==> config.mk <==
export PLATFORM = sky130hd
export DESIGN_NAME = frka_mark_mem
export DESIGN_NICKNAME = d
export VERILOG_FILES = /design/src/rtl/core/frka_pkg.sv /design/src/rtl/core/frka_mark_mem.sv
export SDC_FILE = /design/constraint.sdc
export NUM_CORES = 1
export LEC_CHECK = 0
export BUFFER_PORTS_ARGS = -buffer_cell sky130_fd_sc_hd__clkbuf_2
export CORE_MARGIN = 3
export CORE_UTILIZATION = 29
export DETAILED_ROUTE_END_ITERATION = 10
export MAX_ROUTING_LAYER = met4
export SYNTH_ARGS = -nofsm -noshare
export SYNTH_HDL_FRONTEND = slang
export SYNTH_SLANG_ARGS = --single-unit
==> constraint.sdc <==
create_clock -name clk -period 32.3 [get_ports clk]
set_clock_uncertainty 0.2 [all_clocks]
set_input_delay 4.845 -clock clk [delete_from_list [all_inputs] [get_ports clk]]
set_output_delay 4.845 -clock clk [all_outputs]
set_load 0.02 [all_outputs]
==> src/rtl/core/frka_pkg.sv <==
// shared types and codes for the recycling key allocator
// no dependencies; imported by all rtl/core modules

package frka_pkg;

    localparam int KEY_W  = 16;
    localparam int WIDE_W = KEY_W + 1;

    localparam logic [KEY_W-1:0] INVALID_KEY = '0;

    // request operation codes
    localparam logic FUNC_ALLOC = 1'b0;
    localparam logic FUNC_FREE  = 1'b1;

    // configuration register indexes
    localparam logic REG_MIN_KEY = 1'b0;
    localparam logic REG_MAX_KEY = 1'b1;

    typedef enum logic [1:0] {
        ST_OK           = 2'd0,
        ST_EXHAUSTED    = 2'd1,
        ST_DOUBLE_FREE  = 2'd2,
        ST_OUT_OF_RANGE = 2'd3
    } status_t;

    typedef struct packed {
        logic empty;
        logic full;
    } fifo_stat_t;

    // min <= k <= max and k - min below the span
    function automatic logic key_in_range(
        input logic [WIDE_W-1:0] k,
        input logic [KEY_W-1:0]  mn,
        input logic [KEY_W-1:0]  mx,
        input logic [WIDE_W-1:0] span
    );
        logic [WIDE_W-1:0] diff;
        diff = k - {1'b0, mn};
        return (k >= {1'b0, mn}) && (k <= {1'b0, mx}) && (diff < span);
    endfunction

endpackage

==> src/rtl/core/frka_mark_mem.sv <==
// returned-mark bitmap indexed by key offset, swept to zero after reset
// depends on frka_pkg

module frka_mark_mem
    import frka_pkg::*;
#(
    parameter int KEY_SPAN = 1024
)
(
    input  logic                        clk,
    input  logic                        rst_n,
    input  logic                        rd_en,
    input  logic [$clog2(KEY_SPAN)-1:0] rd_addr,
    output logic                        rd_bit,
    input  logic                        wr_en,
    input  logic [$clog2(KEY_SPAN)-1:0] wr_addr,
    input  logic                        wr_bit,
    output logic                        busy
);

    localparam int OFF_W = $clog2(KEY_SPAN);
    localparam logic [OFF_W-1:0] OFF_LAST = OFF_W'(KEY_SPAN - 1);

    logic             mem [KEY_SPAN];
    logic             rd_bit_reg;
    logic             busy_reg, busy_next;
    logic [OFF_W-1:0] clr_ptr_reg, clr_ptr_next;

    always_comb
    begin
        busy_next    = busy_reg;
        clr_ptr_next = clr_ptr_reg;
        if (busy_reg)
        begin
            clr_ptr_next = clr_ptr_reg + 1'b1;
            if (clr_ptr_reg == OFF_LAST)
            begin
                busy_next    = 1'b0;
                clr_ptr_next = '0;
            end
        end
    end

    always_ff @(posedge clk or negedge rst_n)
    begin
        if (!rst_n)
        begin
            busy_reg    <= 1'b1;
            clr_ptr_reg <= '0;
        end
        else
        begin
            busy_reg    <= busy_next;
            clr_ptr_reg <= clr_ptr_next;
        end
    end

    always_ff @(posedge clk)
    begin
        if (busy_reg)
        begin
            mem[clr_ptr_reg] <= 1'b0;
        end
        else if (wr_en)
        begin
            mem[wr_addr] <= wr_bit;
        end
        if (rd_en)
        begin
            rd_bit_reg <= mem[rd_addr];
        end
    end

    assign rd_bit = rd_bit_reg;
    assign busy   = busy_reg;

endmodule

==> flow_summary_export.csv <==
group,metric,value,unit
sta,hold_viol,0,
critical_path,crit_family,"buffers and inverters",
synthesis,synthTopCellsByArea,"edfxtp_1, mux4_2, nor2_1, mux2i_1, clkbuf_1",
global_routing,grt_start_max_net_pins,130,
finish,drive_gt1_frac,0.1637,
power_and_ir_drop,power.leakage,14.91,nW
critical_path,timing.rr.start,"busy",
detailed_routing,dr_total_vias,26960,
clocking,cts_resized,0,
global_routing,grt-ovfl-total,0,
synthesis,ys_seq_area_frac,0.6862,
critical_path,reg2regPathDepth,6,
critical_path,path_cells,"buf_8, buf_4, buf_4, mux4_2, a22o_1, a221oi_1, o22ai_1, a211oi_1, a211oi_1, a211oi_2, o211ai_1",
finish,fin_nets,3103,
hold_path,hp-class,"flop to flop",
critical_path,worstSetupStartpoint,"rd_addr[0]",
clocking,clk_pin_slew,0.07,ns
detailed_routing,drc,0,
synthesis,synth.most_common_cell,"nor2_1",
job,drv_cap,0,
critical_path,path_buf_inv,3,
detailed_routing,drt-total-wl,125800,um
sta,max_slew.worst_pin.slew,1.212,ns
place,dp_cells,5017,
synthesis,synth_cell_types,56,
detailed_routing,viasPerCell,5.181,
critical_path,max_stage_delay,0.77,ns
clocking,hold_buffers,0,
critical_path,reg2reg_to,"mem[872]",
die,io_pins,27,
critical_path,cp_data_arrival_time,9.30,ns
power_and_ir_drop,p_total,2.789,mW
global_routing,antenna_found_initial,1,
synthesis,ys_seq_elements,1036,
place,post-dp-hpwl,64460,um
synthesis,ys_top_cells_by_count,"nor2_1, edfxtp_1, mux4_2",
critical_path,ff2ff_setup_slack,27.83,ns
critical_path,crit_slowest_cell,"buf_4",
sta,fin_crit,9.099,ns
clocking,cts_tree,"done",
power_and_ir_drop,ir_drop,0.04572,mV
synthesis,synth_area_leader_cell,"edfxtp_1",
synthesis,async_reset_ff_frac,0.01062,
sta,postLayoutSetupSlackWorst,23.20,ns
place,place.gp.congestion,0.7746,
die,fp.dieW,401.1,um
sta,relSlewSlack,0.1903,
clocking,post_cts_buffers,0,
clocking,clock_path_buffers,3,
synthesis,synth_top_area_share,0.6800,
detailed_routing,avgRoutedWirePerCell,24.18,um
detailed_routing,drt_pass1_iterations,7,
sta,min_period_over_period,0.2817,
synthesis,synth-warning-count,0,
die,die_area,160800,um^2
finish,instances_no_fill,5204,
die,coreArea,154600,um^2
finish,syn_to_final_growth,11.60,%
die,die_y,401.1,um
critical_path,start_kind,"input pin",
finish,post-route-util,0.3268,
place,numPortBuffers,26,
sta,rsz0062_at_grt,"false",
synthesis,postSynthCellCount,3167,
sta,drv_slew,0,
critical_path,critical_path.endpoint,"rd_bit",
die,rows,144,
critical_path,cp_max_fo,75,
sta,fin_setup_tns,0,ns
synthesis,synthFlopType,"edfxtp_1",
detailed_routing,dr.first_iter.drc_count,3228,
critical_path,setup.worst_path.end_class,"flop",
finish,largest_reg_flops,1024,
place,dpl_cell_area,47260,um^2
synthesis,synth_edf_count,1025,
global_routing,grt_pass1_wl,183200,um
global_routing,grt_usage,0.1575,
power_and_ir_drop,powerDensity,55.22,nW/um^2
synthesis,synth.avg_cell_area,14.29,um^2
critical_path,crit_type,"input pin to flop",
clocking,clock_sinks,1036,
critical_path,required,32.50,ns
synthesis,syn_area,45260,um^2
outcome,status,"finished, final reports clean",
sta,report.final.setup_viol,0,
global_routing,grt_pass1_vias,26430,
synthesis,synth_fp_nets,3193,
clocking,cts_buffers,102,
sta,whs,0.3598,ns
clocking,htreeDepth,3,
place,dp_slack,22.45,ns
sta,clock.fmax,109.9,MHz
detailed_routing,antenna_left,0,
clocking,clk-insertion-delay-late,0.69,ns
finish,stdcell_area,50510,um^2
die,start_util,0.2928,
critical_path,crit_cells,11,
clocking,root_buffer,"clkbuf_16",
[worst min-delay path by stage]
stage          cells after the start      startpoint  slack, ns             end
2_1_floorplan                      1  clr_ptr_reg[9]       0.30  clr_ptr_reg[9]
3_3_place_gp                       1  clr_ptr_reg[9]       0.34  clr_ptr_reg[9]
3_5_place_dp                       1  clr_ptr_reg[9]       0.35  clr_ptr_reg[9]
4_1_cts                            1  clr_ptr_reg[9]       0.36  clr_ptr_reg[9]
5_1_grt                            1  clr_ptr_reg[9]       0.40  clr_ptr_reg[9]
6_report                           1  clr_ptr_reg[9]       0.36  clr_ptr_reg[9]
[cells in the final DEF, fill, tap and decap left out, types with 6 or more instances in the layout]
cell type / count
mux2i_1: 105
nor2b_1: 8
clkinv_2: 17
nand4_1: 11
dfrtp_1: 10
edfxtp_1: 1025
nand2_1: 94
mux4_2: 227
o22ai_1: 24
nor2_1: 1061
nand3_1: 24
o21ai_0: 16
mux2_2: 6
a22oi_1: 6
nand2b_1: 8
and3_1: 6
clkbuf_1: 24
nor3_1: 16
clkinvlp_4: 7
o221ai_1: 39
inv_1: 7
buf_4: 68
bufinv_16: 8
nand3b_1: 6
nand3_2: 11
a22o_1: 10
a21oi_1: 40
clkbuf_2: 24
a221oi_1: 8
o211ai_1: 8
clkinv_1: 19
clkbuf_16: 104
nand2_2: 16
a211oi_1: 11
xnor2_1: 6
a31oi_1: 7
[power by group]
part | total (mW) | switching (mW) | leakage [nW] | internal [mW]
logic | 0.141 | 0.0947 | 3.80 | 0.0465
clock network | 1.17 | 0.514 | 1.57 | 0.656
registers | 1.48 | 0.000354 | 9.54 | 1.48
total | 2.79 | 0.609 | 14.9 | 2.18
[final cells by class]
class                      count  area [um^2]
fill                       15170       104100
inverter                      10        37.54
timing repair buffer          95        680.7
clock inverter                58        558.0
clock buffer                 128         2693
sequential                  1036        31060
multi-input combinational   1832        12930
tap                         2044         2557
antenna                        1        2.502
[per-layer routing]
metal / track usage / vias up / share of wire
li1: - / 11490 / -
met1: 0.2016 / 14210 / 0.40
met2: 0.2621 / 1067 / 0.50
met3: 0.01887 / 195 / 0.074
met4: 0.04962 / 0 / 0.028
met5: - / - / 0
[cell families (layout without fill, tap and decap cells)]
group | after synthesis | count (layout) | share of synthesized area
AND/OR/NAND/NOR | 1290 | 1290 | 0.1120
flip-flops | 1036 | 1036 | 0.6862
AO/OA/AOI/OAI | 196 | 196 | 0.03049
buffers and inverters | 299 | 291 | 0.03201
adder cells (fa/ha/maj) | 1 | 1 | 0.0002764
XOR/XNOR | 7 | 7 | 0.001355
other | 0 | 1 | 0
multiplexers | 338 | 338 | 0.1377
No activity file was read; power rests on OpenSTA's default activity.
